**config.mk**
```make
export PLATFORM = sky130hd
export DESIGN_NAME = link_notify_sensor_sequencer_core
export DESIGN_NICKNAME = d
export VERILOG_FILES = /design/src/sv/lnss_pkg.sv /design/src/sv/link_notify_sensor_sequencer_core.sv
export SDC_FILE = /design/constraint.sdc
export NUM_CORES = 1
export LEC_CHECK = 0
export BUFFER_PORTS_ARGS = -buffer_cell sky130_fd_sc_hd__buf_2
export CAP_MARGIN = 20
export CORE_MARGIN = 4
export CORE_UTILIZATION = 50
export CTS_BUF_LIST = sky130_fd_sc_hd__clkbuf_16
export DETAILED_ROUTE_END_ITERATION = 7
export PLACE_DENSITY = 0.73
export REMOVE_ABC_BUFFERS = 1
export SYNTH_ARGS = -nofsm -noshare
export SYNTH_HDL_FRONTEND = slang
export SYNTH_SLANG_ARGS = --single-unit
```
**constraint.sdc**
```tcl
create_clock -name clk -period 4.5 [get_ports clk]
set_input_delay 1.35 -clock clk [delete_from_list [all_inputs] [get_ports clk]]
set_output_delay 1.35 -clock clk [all_outputs]
set_load 0.005 [all_outputs]
```
**src/sv/lnss_pkg.sv**
```systemverilog
// Package for the link notify sensor sequencer: phase and event codes,
// register indexes, slot sizing and field widths.
// No dependencies.
`default_nettype none

package lnss_pkg;

    // Number of sensor slots served round-robin.
    localparam int SENSOR_SLOTS = 8;
    localparam int SLOT_W       = (SENSOR_SLOTS > 1) ? $clog2(SENSOR_SLOTS) : 1;

    localparam int EVENT_W  = 2;
    localparam int MS_W     = 16;
    localparam int SENSOR_W = 3;
    localparam int CFG_W    = 16;
    localparam int INDEX_W  = 1;

    localparam logic [MS_W-1:0] MS_MAX = {MS_W{1'b1}};

    // The slot after the last one: slot 1, or slot 0 when there is only one slot.
    localparam logic [SLOT_W-1:0] WRAP_SLOT  = SLOT_W'((SENSOR_SLOTS == 1) ? 0 : 1);
    localparam logic [SLOT_W:0]   SLOT_LIMIT = (SLOT_W + 1)'(SENSOR_SLOTS);

    localparam logic [MS_W-1:0] DELAY_LIMIT_RESET = MS_W'(1000);
    localparam logic [MS_W-1:0] ACK_TIMEOUT_RESET = MS_W'(500);

    typedef enum logic [1:0] {
        PH_IDLE     = 2'd0,
        PH_REFRESH  = 2'd1,
        PH_WAIT_ACK = 2'd2,
        PH_DELAY    = 2'd3
    } phase_t;

    typedef enum logic [EVENT_W-1:0] {
        EV_NONE         = 2'd0,
        EV_CONNECTED    = 2'd1,
        EV_DISCONNECTED = 2'd2,
        EV_ACK          = 2'd3
    } event_t;

    typedef enum logic [INDEX_W-1:0] {
        REG_DELAY_LIMIT = 1'd0,
        REG_ACK_TIMEOUT = 1'd1
    } reg_index_t;

endpackage

`default_nettype wire

```
**src/sv/link_notify_sensor_sequencer_core.sv**
```systemverilog
// Link notify sensor sequencer: phase sequencer, saturating millisecond
// counter and round-robin sensor slot selection with one result per event.
// Depends on lnss_pkg.
`default_nettype none

// Channel   Direction  Handshake                  Payload
// s_axis    in         s_tvalid / s_tready        s_tdata: event_code, elapsed_ms
// m_axis    out        m_tvalid / m_tready        m_tdata: new_sensor
// config    in         wr_en (no wait)            wr_index, wr_data
//
// Each event's state update and result are computed from the accepted
// transfer and the state registers, and the result lands in the output
// register. One event per cycle is sustained while the sink takes each result.
// s_tready is low only while a result waits in the output register and the
// sink does not take it. Reset clears the phase, counter, slots and output valid flag.

module link_notify_sensor_sequencer_core
    import lnss_pkg::*;
(
    input  wire logic                clk,
    input  wire logic                rst_n,
    input  wire logic                s_tvalid,
    output logic                     s_tready,
    // [1:0] event_code, [17:2] elapsed_ms, [23:18] zero
    input  wire logic [23:0]         s_tdata,
    output logic                     m_tvalid,
    input  wire logic                m_tready,
    // [2:0] new_sensor, [7:3] zero
    output logic [7:0]               m_tdata,
    input  wire logic                wr_en,
    input  wire logic [INDEX_W-1:0]  wr_index,
    input  wire logic [CFG_W-1:0]    wr_data
);

    phase_t              phase_reg, phase_next;
    logic [MS_W-1:0]     count_reg, count_next;
    logic [SLOT_W-1:0]   chosen_slot_reg, chosen_slot_next;
    logic [SLOT_W-1:0]   reported_slot_reg, reported_slot_next;
    logic [MS_W-1:0]     delay_limit_reg;
    logic [MS_W-1:0]     ack_timeout_reg;
    logic                out_valid_reg;
    logic [SENSOR_W-1:0] sensor_reg, sensor_next;

    event_t              event_in;
    logic [MS_W-1:0]     elapsed_in;
    logic                accept;
    logic [MS_W:0]       count_sum;
    logic [MS_W-1:0]     count_sat;
    logic [SLOT_W:0]     slot_inc;
    logic [SLOT_W-1:0]   slot_adv;
    logic [SLOT_W+SENSOR_W-1:0] slot_ext;

    assign event_in   = event_t'(s_tdata[EVENT_W-1:0]);
    assign elapsed_in = s_tdata[EVENT_W+MS_W-1:EVENT_W];
    assign s_tready   = !out_valid_reg || m_tready;
    assign accept     = s_tvalid && s_tready;

    assign count_sum = {1'b0, count_reg} + {1'b0, elapsed_in};
    assign count_sat = count_sum[MS_W] ? MS_MAX : count_sum[MS_W-1:0];

    assign slot_inc = {1'b0, chosen_slot_reg} + (SLOT_W + 1)'(1);
    assign slot_adv = (slot_inc >= SLOT_LIMIT) ? WRAP_SLOT : slot_inc[SLOT_W-1:0];

    always_comb
    begin
        phase_next       = phase_reg;
        count_next       = count_sat;
        chosen_slot_next = chosen_slot_reg;
        unique case (phase_reg)
            PH_IDLE:
            begin
                if (event_in == EV_CONNECTED)
                    phase_next = PH_REFRESH;
            end
            PH_REFRESH:
            begin
                if (event_in == EV_DISCONNECTED)
                begin
                    phase_next = PH_IDLE;
                end
                else
                begin
                    chosen_slot_next = slot_adv;
                    phase_next       = PH_WAIT_ACK;
                    count_next       = '0;
                end
            end
            PH_WAIT_ACK:
            begin
                if (event_in == EV_ACK)
                    phase_next = PH_DELAY;
                else if (event_in == EV_DISCONNECTED)
                    phase_next = PH_IDLE;
                else if (count_sat >= ack_timeout_reg)
                    phase_next = PH_DELAY;
            end
            PH_DELAY:
            begin
                if (event_in == EV_DISCONNECTED)
                    phase_next = PH_IDLE;
                else if (count_sat >= delay_limit_reg)
                    phase_next = PH_REFRESH;
            end
            default:
            begin
                phase_next = PH_IDLE;
            end
        endcase
    end

    // Report the slot only when it differs from the one last reported.
    assign slot_ext = {{SENSOR_W{1'b0}}, chosen_slot_next};

    always_comb
    begin
        reported_slot_next = reported_slot_reg;
        sensor_next        = '0;
        if (reported_slot_reg != chosen_slot_next)
        begin
            reported_slot_next = chosen_slot_next;
            sensor_next        = slot_ext[SENSOR_W-1:0];
        end
    end

    always_ff @(posedge clk or negedge rst_n)
    begin
        if (!rst_n)
        begin
            phase_reg         <= PH_IDLE;
            count_reg         <= '0;
            chosen_slot_reg   <= '0;
            reported_slot_reg <= '0;
        end
        else if (accept)
        begin
            phase_reg         <= phase_next;
            count_reg         <= count_next;
            chosen_slot_reg   <= chosen_slot_next;
            reported_slot_reg <= reported_slot_next;
        end
    end

    always_ff @(posedge clk or negedge rst_n)
    begin
        if (!rst_n)
        begin
            delay_limit_reg <= DELAY_LIMIT_RESET;
            ack_timeout_reg <= ACK_TIMEOUT_RESET;
        end
        else if (wr_en)
        begin
            unique case (reg_index_t'(wr_index))
                REG_DELAY_LIMIT: delay_limit_reg <= wr_data[MS_W-1:0];
                REG_ACK_TIMEOUT: ack_timeout_reg <= wr_data[MS_W-1:0];
                default: ;
            endcase
        end
    end

    always_ff @(posedge clk or negedge rst_n)
    begin
        if (!rst_n)
            out_valid_reg <= 1'b0;
        else if (s_tready)
            out_valid_reg <= s_tvalid;
    end

    always_ff @(posedge clk)
    begin
        if (accept)
            sensor_reg <= sensor_next;
    end

    assign m_tvalid = out_valid_reg;
    assign m_tdata  = {{(8 - SENSOR_W){1'b0}}, sensor_reg};

    // After every event the reported slot has caught up with the chosen slot.
    assert property (@(posedge clk) disable iff (!rst_n)
        reported_slot_reg == chosen_slot_reg)
        else $error("reported slot lags chosen slot");

    // The chosen slot never leaves the slot range.
    assert property (@(posedge clk) disable iff (!rst_n)
        {1'b0, chosen_slot_reg} < SLOT_LIMIT)
        else $error("chosen slot out of range");

    // A refresh that is not cancelled clears the counter.
    assert property (@(posedge clk) disable iff (!rst_n)
        (accept && phase_reg == PH_REFRESH && event_in != EV_DISCONNECTED)
        |=> (count_reg == '0 && phase_reg == PH_WAIT_ACK))
        else $error("refresh did not clear counter");

    // Every accepted event leaves a result in the output register.
    assert property (@(posedge clk) disable iff (!rst_n)
        accept |=> m_tvalid)
        else $error("accepted event produced no result");

endmodule

`default_nettype wire

```
==> summary.txt, run 1 <==
Logic synthesis
  – Largest family of logic cells by synthesized area: compound AO/OA/AOI/OAI gates
  – Mapped cell area: 4020 µm²
  – Synth Area in Simple Gates: 12.8%
  – Yosys warns: 0
  – Synth cell types: 51
  – Gate count after technology mapping: 421
  – Post-Synth Adder-Cell Area: 15.7%
  – Compound-Gate Fraction of Synth Area: 18.8%
  – Sequential area share after synthesis: 38.1%
  – Mapped Avg Cell Area: 9.55 µm²
  – Yosys reg bits: 60
  – Async SR Flop Fraction: 95.0%
  – Dominant synthesized flop cell: dfrtp_1
  – Post-synth EDFFs: 3
  – Post-Synth XOR/XNOR Area: 3.70%
  – Mux cell area share after synthesis: 5.26%

STA
  – Fin crit period: 4.51 ns
  – PnR worst setup slack: -0.00900 ns
  – Final max-slew violation count: 0
  – Fmax achieved: 222 MHz
  – Final Hold Vio Count: 0
  – # setup viols final: 1
  – Unrepaired setup endpoints after global routing: true
  – Worst-Margin Slew: 0.961 ns
  – Setup TNS: -0.00900 ns
  – Final Cycle Share: 100%
  – Slew headroom: 35.8%
  – Worst clock skew: 0.00434 ns

Clock tree
  – CTS tree: done
  – Clock-pin slew on the worst setup and hold paths: 0.05 ns
  – Longest Clk Path Bufs: 2
  – Number of buffers created by CTS: 9
  – H-tree levels: 3
  – Root buffer cell: clkbuf_16
  – Skew-Pair Late Insertion Delay: 0.32 ns
  – CTS Sinks: 60

GRT
  – First-pass GRT wire length: 16.7 mm
  – Global route overflow: 0
  – Antenna violations before repair: 0
  – Overall Global Routing Usage: 21.6%
  – Vias in the first global route: 3499
  – Pin count of the biggest net entering global routing: 39

Drt
  – DRT iter0 DRCs: 236
  – Wire per inst: 16.4 µm
  – Antenna-violating nets left: 0
  – Residual DRC: 0
  – Via count: 3488
  – Drt total wl: 10.3 mm
  – Drt via density: 5.54
  – TritonRoute pass-1 iters: 4

Setup path
  – Crit path launch type: input port
  – Setup CP Type: input port to flop
  – Start point of the critical path: s_tdata[2]
  – Worst R2R Start: count_reg[0]$_DFFE_PN0P_
  – CP Capture Type: flop
  – Crit path DAT: 4.72 ns
  – CP max FO: 6
  – CP required: 4.71 ns

Finish
  – Number of diodes: 0
  – Final net count: 619
  – Post-Layout Cell Count: 630
  – Filler cells: 585
  – Layout area overhead: 33.1%
  – Share of cells above drive strength 1: 33.9%
  – Commonest non-fill, non-tap cell in the layout: buf_4
  – Most frequent cells in the layout: 53 x buf_4, 45 x dfrtp_1, 43 x buf_2

Power
  – Peak VDD IR: 348 µV
  – Total Power: 4470 µW
  – PwrDens: 836 nW/µm²
  – LEAKAGE: 0.00257 µW

Floorplanning
  – Row cnt: 32
  – Starting Density: 51.8%
  – Die width: 97.7 µm
  – Die H: 97.7 µm
  – Die area: 9540 µm²
  – Core area: 7770 µm²
  – I/O pins: 56

Placed design
  – HPWL Detailed: 7.40 mm
  – Placed cells: 608
  – RD Place Congestion: 0.871
  – Port Buf Inserts: 44
  – Setup Slack @ Placement: -0.567 ns

Hold path
  – Hold path start: delay_limit_reg[9]$_DFFE_PN1P_
  – HP Class: flop to flop

Outcome
  – Failing checks: setup timing
  – Status: finished, violations left

Job
  – Number of max-cap violations: 0
-- cells in the mapped netlist, types with 3 or more instances --
cell type | instances | area share (%)
a211oi_1 | 5 | 0.93
a21o_1 | 9 | 1.7
a21oi_1 | 24 | 3.0
a22o_1 | 16 | 3.5
a31oi_1 | 6 | 0.93
and3_1 | 3 | 0.47
buf_4 | 5 | 0.93
clkbuf_1 | 8 | 0.75
dfrtp_1 | 45 | 28
dfstp_2 | 12 | 7.8
edfxtp_1 | 3 | 2.2
ha_1 | 49 | 15
inv_1 | 37 | 3.5
mux2_2 | 17 | 4.8
nand2_1 | 45 | 4.2
nand2b_1 | 10 | 1.6
nand3_1 | 8 | 1.0
nand4_1 | 7 | 1.1
nor2_1 | 20 | 1.9
nor4_1 | 3 | 0.47
o211ai_1 | 9 | 1.7
o21ai_0 | 29 | 3.6
xnor2_1 | 8 | 1.7
xor2_1 | 9 | 2.0
-- metal layers --
layer	up-vias	share of wire [%]	global-route usage [%]
li1	1707	-	-
met1	1700	45	28.6
met2	69	50	35.5
met3	12	4.1	4.45
met4	0	1.3	6.28
met5	-	0	0
-- timing repair --
action,4_1_cts,5_1_grt
gates cloned,0,1
pin swaps,8,11
hold buffers,0,0
buffers inserted,2,2
endpoints found under the setup margin,2,2
resized for setup,10,37
-- stage by stage --
step	util [%]	hold slack (ns)	cell area [µm²]
floorplan	-	0.453	3950
global placement	60.4	0.466	4690
detailed placement	60.4	0.478	4690
finish	68.9	0.508	5350
CTS	65.5	0.490	5090
global route	68.9	0.531	5350
-- where the power goes --
group | leakage [µW] | switching [µW] | internal [µW]
combinational | 0.00171 | 1450 | 1400
sequential | 0.000699 | 123 | 722
clock | 0.000163 | 244 | 538
total | 0.00257 | 1820 | 2660
-- kinds of logic after synthesis --
kind of cell | after synthesis
compound gates | 114
simple gates | 108
flops | 60
buf+inv | 52
fa+ha+maj | 50
mux | 19
xor+xnor | 17
other cells | 1
-- final cells by class --
class | instances | area, µm² | area share [%]
clock buffers | 9 | 225 | 4.21
multi-input cells | 313 | 2520 | 47.1
flip-flops and latches | 60 | 1530 | 28.6
clock inverters | 7 | 115 | 2.15
repair buffers | 102 | 692 | 12.9
inverters | 37 | 139 | 2.60
well taps | 102 | 128 | 2.38
-- worst paths after layout --
path                                                    end  slack [ns]  depth (start not counted)
max reg2reg                        phase_reg[1]$_DFFE_PN0P_        0.69                         17
min in group asynchronous    delay_limit_reg[4]$_DFFE_PN0P_        1.14                          1
min                          delay_limit_reg[9]$_DFFE_PN1P_        0.51                          2
min reg2reg                  delay_limit_reg[9]$_DFFE_PN1P_        0.51                          2
max in group asynchronous  reported_slot_reg[1]$_DFFE_PN0P_        2.55                          2
max                                phase_reg[1]$_DFFE_PN0P_      -0.009                         18
-- critical path, stage by stage --
cell and delay [ns]:
buf_8 0.10, ha_4 0.15, fa_2 0.35, a21oi_2 0.17
o211ai_1 0.14, a21oi_2 0.22, nand2_2 0.11, a31oi_4 0.30
buf_8 0.20, nand2b_4 0.07, ha_1 0.29, nand4_1 0.18
nor4_2 0.38, nor4_2 0.06, nor4_1 0.18, buf_4 0.17
o211ai_1 0.09, a22o_1 0.20
Power figures use the tool's default switching activity.
==> run 2, diff against run 1 <==
Settings changed: CORE_ASPECT_RATIO set to 0.8, PLACE_DENSITY 0.73 to 0.68, RECOVER_POWER set to 100.
==> summary.txt, run 2 (synthesis gave the netlist of run 1 again) <==
STA
  – Final Hold Vio Count: 0 (unchanged)
  – Setup TNS: 0 ns (+0.00900 ns)
  – # setup viols final: 0 (-1)
  – Fmax achieved: 227 MHz (+2.2%)
  – Worst-Margin Slew: 2.29 ns (+1.33 ns)
  – Fin crit period: 4.41 ns (-0.0952 ns)
  – Worst clock skew: 0.00549 ns (+0.00115 ns)
  – Slew headroom: -52.7% (-88 points)
  – Final Cycle Share: 98.1% (-2.1 points)
  – Unrepaired setup endpoints after global routing: true
  – Final max-slew violation count: 45 (+45)

Drt
  – Antenna-violating nets left: 0 (unchanged)
  – Drt via density: 5.36 (-3.1%)
  – Via count: 3465 (-0.66%)
  – Residual DRC: 0 (unchanged)
  – TritonRoute pass-1 iters: 4 (unchanged)
  – Wire per inst: 16.1 µm (-1.9%)
  – DRT iter0 DRCs: 197 (-17%)
  – Drt total wl: 10.4 mm (+0.63%)

Placed design
  – RD Place Congestion: 0.924 (+6.0%)
  – HPWL Detailed: 7.44 mm (+0.49%)
  – Placed cells: 618 (+1.6%)
  – Port Buf Inserts: 44 (unchanged)

Clock tree
  – CTS tree: done
  – H-tree levels: 3 (unchanged)
  – Skew-Pair Late Insertion Delay: 0.32 ns (about the same)
  – Root buffer cell: clkbuf_16
  – Longest Clk Path Bufs: 2 (unchanged)
  – CTS Sinks: 60 (unchanged)
  – Number of buffers created by CTS: 9 (unchanged)
  – Clock-pin slew on the worst setup and hold paths: 0.05 ns (about the same)

Hold path
  – Hold path start: ack_timeout_reg[12]$_DFFE_PN0P_
  – HP Class: flop to flop
  – Hold path depth: 1 (-1)
  – Hold Path Sink: ack_timeout_reg[12]$_DFFE_PN0P_

Finish
  – Post-Layout Cell Count: 646 (+2.5%)
  – Most frequent cells in the layout: 66 x buf_4, 45 x dfrtp_1, 42 x ha_1
  – Number of diodes: 0 (unchanged)
  – Final net count: 632 (+2.1%)
  – Layout area overhead: 34.7%
  – Share of cells above drive strength 1: 34.4% (+0.48 points)
  – Commonest non-fill, non-tap cell in the layout: buf_4

Floorplanning
  – Starting Density: 52.9% (+1.1 points)
  – Die area: 9550 µm² (about the same)
  – Die H: 88.2 µm (-9.7%)
  – Row cnt: 28 (-13%)
  – Die width: 108 µm (+11%)
  – Core area: 7600 µm² (-2.1%)
  – I/O pins: 56 (unchanged)

Setup path
  – Setup CP Type: input port to flop
  – Crit path launch type: input port
  – Reg2Reg Depth: 16 (-1)
  – CP Capture Type: flop
  – Reg2Reg Capture Point: phase_reg[1]$_DFFE_PN0P_
  – Crit path DAT: 4.62 ns (-0.10 ns)
  – Reg2reg setup slack: 0.78 ns (+0.09 ns)
  – CP required: 4.71 ns (about the same)
  – CP max FO: 4 (-2)
  – Worst R2R Start: count_reg[0]$_DFFE_PN0P_

GRT
  – Antenna violations before repair: 0 (unchanged)
  – First-pass GRT wire length: 16.8 mm (+0.62%)
  – Overall Global Routing Usage: 22.6% (+1.1 points)
  – Pin count of the biggest net entering global routing: 45 (+15%)
  – Vias in the first global route: 3516 (+0.49%)
  – Global route overflow: 0 (unchanged)

Outcome
  – Failing checks: capacitance limit, slew limit
  – Status: finished, violations left

Job
  – Number of max-cap violations: 1 (+1)

Power
  – PwrDens: 835 nW/µm² (about the same)
  – LEAKAGE: 0.00260 µW (+0.94%)
  – Peak VDD IR: 297 µV (-15%)
run 2: final cells by class:
| cell class | instances | area [µm²] |
|---|---|---|
| Sequential cell | 60 | 1530 |
| Tap cell | 105 | 131 |
| Fill cell | 548 | 2180 |
| Clock inverter | 7 | 60.1 |
| Inverter | 37 | 139 |
| Multi-Input combinational cell | 313 | 2570 |
| Clock buffer | 9 | 225 |
| Timing Repair Buffer | 115 | 763 |
run 2: worst max-delay path by stage:
| stage | startpoint | end | slack (ns) | cells past startpoint |
|---|---|---|---|---|
| after CTS | s_tdata[2] | phase_reg[1]$_DFFE_PN0P_ | -0.05 | 17 |
| final | s_tdata[2] | phase_reg[1]$_DFFE_PN0P_ | 0.09 | 17 |
| after floorplan | s_tdata[2] | phase_reg[0]$_DFFE_PN0P_ | -0.22 | 16 |
| after detailed placement | s_tdata[2] | phase_reg[1]$_DFFE_PN0P_ | -0.64 | 17 |
| after global placement | s_tdata[2] | phase_reg[1]$_DFFE_PN0P_ | -0.57 | 17 |
| after global routing | s_tdata[2] | phase_reg[1]$_DFFE_PN0P_ | -0.11 | 17 |
run 2: through the flow:
stage | setup slack (ns) | hold slack [ns] | power (µW) | util [%] | area, µm²
after floorplan | -0.224 | 0.453 | 2240 | - | 3950
after global placement | -0.570 | 0.468 | 3120 | 62.5 | 4750
after detailed placement | -0.641 | 0.477 | 3230 | 62.5 | 4750
after CTS | -0.0491 | 0.504 | 4220 | 69.2 | 5260
after global routing | -0.110 | 0.525 | 4860 | 71.3 | 5420
final | 0.0862 | 0.502 | 4520 | 71.3 | 5420
run 2: report_power, final:
part,leakage [µW],internal (µW),switching [µW],total (µW)
logic,0.00175,1500,1520,3020
registers,0.000699,723,129,852
clock network,0.000144,421,237,658
total,0.00260,2640,1880,4520
run 2: metal layers:
metal,vias up,part of all wire (%),GRT usage (%)
li1,1743,-,-
met1,1614,49,32.9
met2,94,44,34.4
met3,14,5.3,4.67
met4,0,1.5,6.54
met5,-,0,0
run 2: critical path, cell delays in order:
cell,delay [ns]
buf_8,0.10
ha_4,0.16
fa_2,0.35
a21oi_2,0.17
o211ai_1,0.16
a21oi_2,0.22
nand2_2,0.11
a31oi_4,0.26
buf_6,0.13
o211ai_1,0.18
ha_1,0.40
nand2_2,0.08
o21ai_4,0.20
a41oi_2,0.08
nor4_4,0.34
o211ai_1,0.14
a22o_1,0.20
run 2: repair_timing:
action,in CTS,in global routing
hold buffers,0,0
buffers inserted,5,6
pin swaps,17,21
setup endpoints to repair,2,2
gates resized for setup,34,20
gates cloned,1,0
